[src/hdl/dccpb_pkg.sv]
`default_nettype none
// ----------------------------------------------------------------------------
// dccpb_pkg
// Shared types and constants for the DCC packet builder: the command word,
// the packet byte word and the built packet that passes from front to back.
// ----------------------------------------------------------------------------
package dccpb_pkg;

  // Command codes
  localparam logic [2:0] CMD_SPEED14  = 3'd0;
  localparam logic [2:0] CMD_SPEED28  = 3'd1;
  localparam logic [2:0] CMD_SPEED128 = 3'd2;
  localparam logic [2:0] CMD_FUNC_GRP = 3'd3;
  localparam logic [2:0] CMD_EXT_FUNC = 3'd4;

  // Function group codes
  localparam logic [1:0] GRP_ONE   = 2'd1;
  localparam logic [1:0] GRP_TWO   = 2'd2;
  localparam logic [1:0] GRP_THREE = 2'd3;

  // Address limits
  localparam logic [13:0] SHORT_ADDR_MAX = 14'd127;
  localparam logic [13:0] LONG_ADDR_MAX  = 14'd10239;

  // Byte patterns
  localparam logic [7:0] SPEED_BASE    = 8'b0100_0000;
  localparam logic [7:0] DIR_BIT       = 8'b0010_0000;
  localparam logic [7:0] ADV_OP_128    = 8'b0011_1111;
  localparam logic [7:0] GRP_ONE_BASE  = 8'b1000_0000;
  localparam logic [7:0] GRP_TWO_BASE  = 8'b1011_0000;
  localparam logic [7:0] GRP_THR_BASE  = 8'b1010_0000;
  localparam logic [7:0] EXT_FUNC_BASE = 8'b1101_1110;
  localparam logic [7:0] LONG_ADDR_TAG = 8'b1100_0000;

  localparam int unsigned PKT_DEPTH = 5;

  typedef struct packed {
    logic [2:0]  command;
    logic [13:0] loco_address;
    logic        forward;
    logic [6:0]  speed_code;
    logic [1:0]  group_number;
    logic [7:0]  function_mask;
    logic        upper_bank;
  } cmd_word_t;

  typedef struct packed {
    logic [7:0] packet_byte;
    logic       last_byte;
    logic       error;
  } byte_word_t;

  // Built packet; an error packet has length one and a zero byte
  typedef struct packed {
    logic [PKT_DEPTH-1:0][7:0] bytes;
    logic [2:0]                len;
    logic                      err;
  } packet_t;

endpackage
`default_nettype wire

[src/hdl/dccpb_front.sv]
`default_nettype none
// ----------------------------------------------------------------------------
// dccpb_front
// Accepts command words, checks them and builds the whole packet with its
// checksum into a holding register, then hands it to the queue.
// ----------------------------------------------------------------------------
module dccpb_front (
  input  wire                  clk_i,
  input  wire                  rst_ni,
  input  wire                  in_valid_i,
  output logic                 in_stall_o,
  input  dccpb_pkg::cmd_word_t in_word_i,
  output logic                 pkt_valid_o,
  input  wire                  pkt_full_i,
  output dccpb_pkg::packet_t   pkt_o
);
  import dccpb_pkg::*;

  logic       hold_valid_q, hold_valid_d;
  packet_t    hold_q;
  packet_t    built;
  logic       ok;
  logic       addr_ok, addr_long;
  logic [7:0] a0, a1, d0, d1, sum;
  logic       data_two;
  logic       accept;

  // Decode address
  always_comb begin
    addr_ok   = (in_word_i.loco_address != 14'd0) &&
                (in_word_i.loco_address <= LONG_ADDR_MAX);
    addr_long = in_word_i.loco_address > SHORT_ADDR_MAX;
    if (addr_long) begin
      a0 = LONG_ADDR_TAG | {2'b00, in_word_i.loco_address[13:8]};
      a1 = in_word_i.loco_address[7:0];
    end else begin
      a0 = {1'b0, in_word_i.loco_address[6:0]};
      a1 = 8'h00;
    end
  end

  // Classify command and form data bytes
  always_comb begin
    ok       = addr_ok;
    d0       = 8'h00;
    d1       = 8'h00;
    data_two = 1'b0;
    unique case (in_word_i.command)
      CMD_SPEED14: begin
        if (addr_long || in_word_i.speed_code > 7'd15) ok = 1'b0;
        d0 = SPEED_BASE | (in_word_i.forward ? DIR_BIT : 8'h00) |
             {4'b0000, in_word_i.speed_code[3:0]};
      end
      CMD_SPEED28: begin
        if (in_word_i.speed_code > 7'd31) ok = 1'b0;
        d0 = SPEED_BASE | (in_word_i.forward ? DIR_BIT : 8'h00) |
             {3'b000, in_word_i.speed_code[4:0]};
      end
      CMD_SPEED128: begin
        d0       = ADV_OP_128;
        d1       = {in_word_i.forward, in_word_i.speed_code};
        data_two = 1'b1;
      end
      CMD_FUNC_GRP: begin
        unique case (in_word_i.group_number)
          GRP_ONE: begin
            if (in_word_i.function_mask > 8'h1F) ok = 1'b0;
            d0 = GRP_ONE_BASE | {3'b000, in_word_i.function_mask[4:0]};
          end
          GRP_TWO: begin
            if (in_word_i.function_mask > 8'h0F) ok = 1'b0;
            d0 = GRP_TWO_BASE | {4'b0000, in_word_i.function_mask[3:0]};
          end
          GRP_THREE: begin
            if (in_word_i.function_mask > 8'h0F) ok = 1'b0;
            d0 = GRP_THR_BASE | {4'b0000, in_word_i.function_mask[3:0]};
          end
          default: ok = 1'b0;
        endcase
      end
      CMD_EXT_FUNC: begin
        d0       = EXT_FUNC_BASE | {7'd0, in_word_i.upper_bank};
        d1       = in_word_i.function_mask;
        data_two = 1'b1;
      end
      default: ok = 1'b0;
    endcase
  end

  // Place bytes and checksum
  always_comb begin
    sum         = a0 ^ a1 ^ d0 ^ d1;
    built.bytes = '0;
    built.err   = ~ok;
    built.len   = 3'd1;
    if (ok) begin
      built.bytes[0] = a0;
      case ({addr_long, data_two})
        2'b00: begin
          built.bytes[1] = d0;
          built.bytes[2] = sum;
          built.len      = 3'd3;
        end
        2'b01: begin
          built.bytes[1] = d0;
          built.bytes[2] = d1;
          built.bytes[3] = sum;
          built.len      = 3'd4;
        end
        2'b10: begin
          built.bytes[1] = a1;
          built.bytes[2] = d0;
          built.bytes[3] = sum;
          built.len      = 3'd4;
        end
        default: begin
          built.bytes[1] = a1;
          built.bytes[2] = d0;
          built.bytes[3] = d1;
          built.bytes[4] = sum;
          built.len      = 3'd5;
        end
      endcase
    end
  end

  // Hold the built packet until the queue takes it
  assign in_stall_o = hold_valid_q & pkt_full_i;
  assign accept     = in_valid_i & ~in_stall_o;

  always_comb begin
    hold_valid_d = hold_valid_q;
    if (accept) begin
      hold_valid_d = 1'b1;
    end else if (hold_valid_q && !pkt_full_i) begin
      hold_valid_d = 1'b0;
    end
  end

  always_ff @(posedge clk_i or negedge rst_ni) begin
    if (!rst_ni) begin
      hold_valid_q <= 1'b0;
    end else begin
      hold_valid_q <= hold_valid_d;
    end
  end

  always_ff @(posedge clk_i) begin
    if (accept) begin
      hold_q <= built;
    end
  end

  assign pkt_valid_o = hold_valid_q;
  assign pkt_o       = hold_q;

endmodule
`default_nettype wire

[src/hdl/dccpb_queue.sv]
`default_nettype none
// ----------------------------------------------------------------------------
// dccpb_queue
// Two-entry queue of built packets between the front and the emitter.
// ----------------------------------------------------------------------------
module dccpb_queue (
  input  wire                clk_i,
  input  wire                rst_ni,
  input  wire                push_i,
  input  dccpb_pkg::packet_t push_pkt_i,
  output logic               full_o,
  input  wire                pop_i,
  output logic               head_valid_o,
  output dccpb_pkg::packet_t head_pkt_o
);
  import dccpb_pkg::*;

  packet_t    entry_q [2];
  logic       wr_ptr_q, wr_ptr_d;
  logic       rd_ptr_q, rd_ptr_d;
  logic [1:0] count_q, count_d;
  logic       do_push, do_pop;

  assign full_o       = count_q == 2'd2;
  assign head_valid_o = count_q != 2'd0;
  assign head_pkt_o   = entry_q[rd_ptr_q];
  assign do_push      = push_i & ~full_o;
  assign do_pop       = pop_i & head_valid_o;

  // Advance pointers and count
  always_comb begin
    wr_ptr_d = do_push ? ~wr_ptr_q : wr_ptr_q;
    rd_ptr_d = do_pop ? ~rd_ptr_q : rd_ptr_q;
    count_d  = count_q;
    if (do_push && !do_pop) begin
      count_d = count_q + 2'd1;
    end else if (do_pop && !do_push) begin
      count_d = count_q - 2'd1;
    end
  end

  always_ff @(posedge clk_i or negedge rst_ni) begin
    if (!rst_ni) begin
      wr_ptr_q <= 1'b0;
      rd_ptr_q <= 1'b0;
      count_q  <= 2'd0;
    end else begin
      wr_ptr_q <= wr_ptr_d;
      rd_ptr_q <= rd_ptr_d;
      count_q  <= count_d;
    end
  end

  always_ff @(posedge clk_i) begin
    if (do_push) begin
      entry_q[wr_ptr_q] <= push_pkt_i;
    end
  end

endmodule
`default_nettype wire

[src/hdl/dccpb_back.sv]
`default_nettype none
// ----------------------------------------------------------------------------
// dccpb_back
// Emitter: takes queued packets and sends them one byte word per cycle
// unless stalled, through an output register, marking the final byte.
// ----------------------------------------------------------------------------
module dccpb_back (
  input  wire                    clk_i,
  input  wire                    rst_ni,
  input  wire                    head_valid_i,
  input  dccpb_pkg::packet_t     head_pkt_i,
  output logic                   pop_o,
  output logic                   out_valid_o,
  input  wire                    out_stall_i,
  output dccpb_pkg::byte_word_t  out_word_o
);
  import dccpb_pkg::*;

  packet_t    pkt_q, pkt_d;
  logic [2:0] idx_q, idx_d;
  logic       busy_q, busy_d;
  logic       out_valid_q, out_valid_d;
  byte_word_t out_q, out_d;
  logic       advance, is_last;

  assign advance = ~out_valid_q | ~out_stall_i;
  assign is_last = idx_q == (pkt_q.len - 3'd1);
  assign pop_o   = head_valid_i & (~busy_q | (advance & is_last));

  // Emit current byte and load the next packet
  always_comb begin
    pkt_d       = pkt_q;
    idx_d       = idx_q;
    busy_d      = busy_q;
    out_valid_d = out_valid_q;
    out_d       = out_q;
    if (advance) begin
      out_valid_d = busy_q;
      if (busy_q) begin
        out_d.packet_byte = pkt_q.bytes[idx_q];
        out_d.last_byte   = is_last;
        out_d.error       = pkt_q.err;
        idx_d             = idx_q + 3'd1;
        if (is_last) begin
          busy_d = 1'b0;
        end
      end
    end
    if (pop_o) begin
      pkt_d  = head_pkt_i;
      idx_d  = 3'd0;
      busy_d = 1'b1;
    end
  end

  always_ff @(posedge clk_i or negedge rst_ni) begin
    if (!rst_ni) begin
      busy_q      <= 1'b0;
      out_valid_q <= 1'b0;
      idx_q       <= 3'd0;
    end else begin
      busy_q      <= busy_d;
      out_valid_q <= out_valid_d;
      idx_q       <= idx_d;
    end
  end

  always_ff @(posedge clk_i) begin
    pkt_q <= pkt_d;
    out_q <= out_d;
  end

  assign out_valid_o = out_valid_q;
  assign out_word_o  = out_q;

endmodule
`default_nettype wire

[src/hdl/dcc_packet_builder_unit.sv]
`default_nettype none
// ----------------------------------------------------------------------------
// dcc_packet_builder_unit
// A packet's first byte word passes the holding register, a queue entry, the
// emitter's packet register and its single output register. Throughput: one
// byte word per cycle while not stalled; a packet gives 3 to 5, an error one.
// A new command is taken every cycle while the two-entry packet queue has room.
// Reset (rst_ni low, asynchronous) empties the holding stage, queue and output.
// ----------------------------------------------------------------------------
module dcc_packet_builder_unit (
  input  wire                   clk_i,
  input  wire                   rst_ni,
  input  wire                   in_valid_i,
  output logic                  in_stall_o,
  input  dccpb_pkg::cmd_word_t  in_word_i,
  output logic                  out_valid_o,
  input  wire                   out_stall_i,
  output dccpb_pkg::byte_word_t out_word_o
);
  import dccpb_pkg::*;

  logic    pkt_valid, q_full, pop, head_valid;
  packet_t pkt, head_pkt;

  // Build packets
  dccpb_front u_front (
    .clk_i       (clk_i),
    .rst_ni      (rst_ni),
    .in_valid_i  (in_valid_i),
    .in_stall_o  (in_stall_o),
    .in_word_i   (in_word_i),
    .pkt_valid_o (pkt_valid),
    .pkt_full_i  (q_full),
    .pkt_o       (pkt)
  );

  // Buffer packets
  dccpb_queue u_queue (
    .clk_i        (clk_i),
    .rst_ni       (rst_ni),
    .push_i       (pkt_valid),
    .push_pkt_i   (pkt),
    .full_o       (q_full),
    .pop_i        (pop),
    .head_valid_o (head_valid),
    .head_pkt_o   (head_pkt)
  );

  // Emit byte words
  dccpb_back u_back (
    .clk_i        (clk_i),
    .rst_ni       (rst_ni),
    .head_valid_i (head_valid),
    .head_pkt_i   (head_pkt),
    .pop_o        (pop),
    .out_valid_o  (out_valid_o),
    .out_stall_i  (out_stall_i),
    .out_word_o   (out_word_o)
  );

endmodule
`default_nettype wire

[config.mk]
export PLATFORM = sky130hd
export DESIGN_NAME = dcc_packet_builder_unit
export DESIGN_NICKNAME = d
export VERILOG_FILES = /design/src/hdl/dccpb_pkg.sv /design/src/hdl/dccpb_front.sv /design/src/hdl/dccpb_queue.sv /design/src/hdl/dccpb_back.sv /design/src/hdl/dcc_packet_builder_unit.sv
export SDC_FILE = /design/constraint.sdc
export NUM_CORES = 1
export LEC_CHECK = 0
export BUFFER_PORTS_ARGS = -buffer_cell sky130_fd_sc_hd__buf_2
export CAP_MARGIN = 0
export CORE_MARGIN = 2
export CORE_UTILIZATION = 30
export CTS_CLUSTER_SIZE = 10
export DETAILED_ROUTE_END_ITERATION = 10
export PLACE_DENSITY_LB_ADDON = 0.3
export SLEW_MARGIN = 20
export SYNTH_ARGS = -nofsm -noshare
export SYNTH_HDL_FRONTEND = slang
export SYNTH_HIERARCHICAL = 1
export SYNTH_SLANG_ARGS = --single-unit
[constraint.sdc]
create_clock -name clk_i -period 5.7 [get_ports clk_i]
set_input_delay 0.855 -clock clk_i [delete_from_list [all_inputs] [get_ports clk_i]]
set_output_delay 0.855 -clock clk_i [all_outputs]
set_load 0.02 [all_outputs]
==> flow_metrics.env <==
export IMPL_status="finished, final reports clean"
export IMPL_yosys_warnings=6
export IMPL_synth_top_area_cell="edfxtp_1"
export IMPL_cts_resized=0
export IMPL_drt_iter0_drc=411
export IMPL_grt_max_degree=46
export IMPL_drt_vias_per_instance=4.761
export IMPL_ir_worst_vdd_uv=199.3
export IMPL_synth_top_area_frac=0.6157
export IMPL_cts_buffers_inserted=17
export IMPL_finalSetupViolations=0
export IMPL_tns_ns=0
export IMPL_io_buffers=51
export IMPL_dieArea_mm2=0.03164
export IMPL_critical_path_max_fanout=32
export IMPL_synth_edf_count=186
export IMPL_cts_tree="done"
export IMPL_rr_worst_depth=8
export IMPL_cpMostUsedCell="a21oi_1"
export IMPL_synth_cell_area_mm2=0.009071
export IMPL_htree_levels=4
export IMPL_ys_flop_type="edfxtp_1"
export IMPL_r2r_end="u_queue/count_q[1]"
export IMPL_routed_wl_um=18120
export IMPL_skew_ns=0.007818
export IMPL_fin_nets=694
export IMPL_arrival_ns=3.87
export IMPL_power_density_mw_per_mm2=452.1
export IMPL_num_rows=63
export IMPL_ys_seq_elements=196
export IMPL_fin_crit_ns=3.638
export IMPL_drv_slew=0
export IMPL_root_buffer="clkbuf_16"
export IMPL_timing_hold_ws_ns=0.2797
export IMPL_synth_async_sr_flop_share=0.05102
export IMPL_area_growth_syn_to_layout_pct=13.13
export IMPL_crit_buf_inv=2
export IMPL_io_pins=52
export IMPL_required_ns=5.93
export IMPL_crit_chain="buf_2 -> or3b_1 -> o21ai_0 -> inv_1 -> ha_1 -> nor2_1 -> a21oi_1 -> a2bb2oi_1 -> a21oi_1"
export IMPL_finalHoldViolCount=0
export IMPL_hp_class="primary input to asynchronous set/reset pin"
export IMPL_die_h_um=177.9
export IMPL_drive_gt1_frac=0.2698
export IMPL_slew_headroom=0.4112
export IMPL_synthTopCellsByArea="edfxtp_1 (62%), mux2_4 (6.5%), dfrtp_1 (2.8%), a21oi_1 (2.0%), mux4_2 (2.0%)"
export IMPL_antenna_left=0
export IMPL_clock_sinks=196
export IMPL_cts_setup_buffers=0
export IMPL_syn_avg_cell_area_um2=15.32
export IMPL_cp_start_kind="primary input"
export IMPL_route_detailed_drc=0
export IMPL_rsz0062_at_grt="no"
export IMPL_holdBufCountCts=0
export IMPL_coreArea_mm2=0.02972
export IMPL_slowest_delay_ns=0.67
export IMPL_fin_crit_sh=0.6383
export IMPL_nFillCells=2868
export IMPL_reg2reg_slack_ns=2.63
export IMPL_grt_pass1_vias=4866
export IMPL_crit_path_end_kind="flop"
export IMPL_routedWlPerCell_um=17.32
export IMPL_vias=4980
export IMPL_synth_nets=643
export IMPL_slowest_stage="nor2_1"
export IMPL_die_w_um=177.9
export IMPL_clk_latency_ns=0.42
export IMPL_overflow=0
export IMPL_power_leakage_uw=0.003638
export IMPL_crit_type="primary input to flop"
export IMPL_start_util=0.3053
export IMPL_grt_antenna_before_repair=0
export IMPL_cpLargestDelayFamily="simple AND/OR/NAND/NOR gates"
export IMPL_dp_hpwl_um=12390
export IMPL_fmax_mhz=274.9
export IMPL_cap_violations=0
export IMPL_r2r_start="u_back/idx_q[0]"
export IMPL_n_antenna_cell=0
export IMPL_dr_pass1_iters=5
export IMPL_multi_input_area_mm2=0.003004
export IMPL_ys_types=75
export IMPL_worstMarginPinSlew_ns=0.8832
export IMPL_seq_area_mm2=0.005837
export IMPL_cts_clk_slew_worst_paths_ns=0.07
export IMPL_grt_pass1_wl_um=28260
export IMPL_place_gp_congestion=0.8736
export IMPL_cp_startpoint="in_word_i[35]"
export IMPL_synth_cells=592
export IMPL_seq_area_frac_synth=0.6433
export IMPL_track_usage=0.1186
export IMPL_clock_path_buffers=2
worst reg2reg max path: stages, from the launching register on:
cell and delay (ns):
dfrtp_1 0.85, xnor2_1 0.19, or4_4 0.56, o22ai_4 0.11
buf_4 0.53, nand2_2 0.13, ha_1 0.35, nor2_1 0.14
xor2_1 0.14
synth_stat cells (9+ instances only):
| master | count |
|---|---|
| a21oi_1 | 37 |
| xnor2_1 | 16 |
| nand3b_1 | 17 |
| nor3_1 | 14 |
| nand2b_1 | 11 |
| ha_1 | 11 |
| o21ai_0 | 11 |
| dfrtp_1 | 10 |
| nor2_1 | 36 |
| xor2_1 | 10 |
| inv_1 | 12 |
| mux2_4 | 39 |
| nand2_1 | 20 |
| and2_1 | 9 |
| edfxtp_1 | 186 |
flip-flops by register name, summed over array words and instances, names as in the netlist:
name	flops
u_queue/entry_q	88
u_back/pkt_q	44
u_front/pkt_o	44
u_back/out_word_o	10
u_back/idx_q	3
u_queue/count_q	2
u_back/busy_q	1
u_back/out_valid_o	1
u_front/pkt_valid_o	1
u_queue/rd_ptr_q	1
u_queue/wr_ptr_q	1
worst max-delay path by stage:
stage,end,cells after the start
3_5_place_dp,u_front/pkt_o[22],9
5_1_grt,u_front/pkt_o[38],9
4_1_cts,u_front/pkt_o[22],9
2_1_floorplan,u_queue/count_q[1],10
6_report,u_front/pkt_o[22],9
3_3_place_gp,u_front/pkt_o[22],9
final cells by class:
cell class,count,area share
Clock buffer,17,0.04145
Clock inverter,15,0.01439
Inverter,14,0.005121
Multi-Input combinational cell,356,0.2927
Sequential cell,196,0.5688
Tap cell,390,0.04755
Timing Repair Buffer,58,0.02999
layer usage:
metal,track usage,vias up,routed length (um)
li1,-,2376,-
met1,0.1744,2457,9081
met2,0.1780,130,8154
met3,0.02185,17,658
met4,0.03415,0,219
met5,0,-,0
layout by cell type, fill, tap and decap left out, types with 6 or more instances in the layout:
cell type / n
ha_1: 11
xor2_1: 10
xnor2_1: 16
nand2_1: 20
a22o_1: 8
inv_1: 12
mux2_2: 6
nor3_1: 14
edfxtp_1: 186
nand2b_1: 11
mux2_4: 39
nand3_1: 6
nor2_1: 35
buf_4: 7
buf_2: 51
and2_1: 9
o21ai_0: 11
clkbuf_16: 17
nand3b_1: 17
dfrtp_1: 9
mux4_2: 8
a21oi_1: 37
a31oi_1: 8
per-stage QoR:
stage	total power, uW	area [um2]	utilization	worst slack, ns	cells
floorplan	3252	9071	-	1.187	592
global route	4882	10260	0.3453	1.846	1046
detailed placement	3550	9689	0.3260	1.719	1014
CTS	4713	10260	0.3453	2.161	1046
global placement	3534	9689	0.3260	1.798	1014
finish	4640	10260	0.3453	2.062	1046
power by group:
group | internal, uW | switching, uW | leakage [uW]
logic | 554 | 630 | 0.00148
registers | 2140 | 162 | 0.00188
clock network | 618 | 541 | 0.000281
cell families after synthesis:
| family | count (synthesis) | share of synthesized area |
|---|---|---|
| mux | 57 | 0.09628 |
| buf+inv | 40 | 0.02883 |
| simple gates | 149 | 0.09752 |
| compound gates | 112 | 0.09117 |
| xor+xnor | 27 | 0.02772 |
| flops | 196 | 0.6433 |
| fa+ha+maj | 11 | 0.01517 |
No activity file was read; power rests on OpenSTA's default activity.
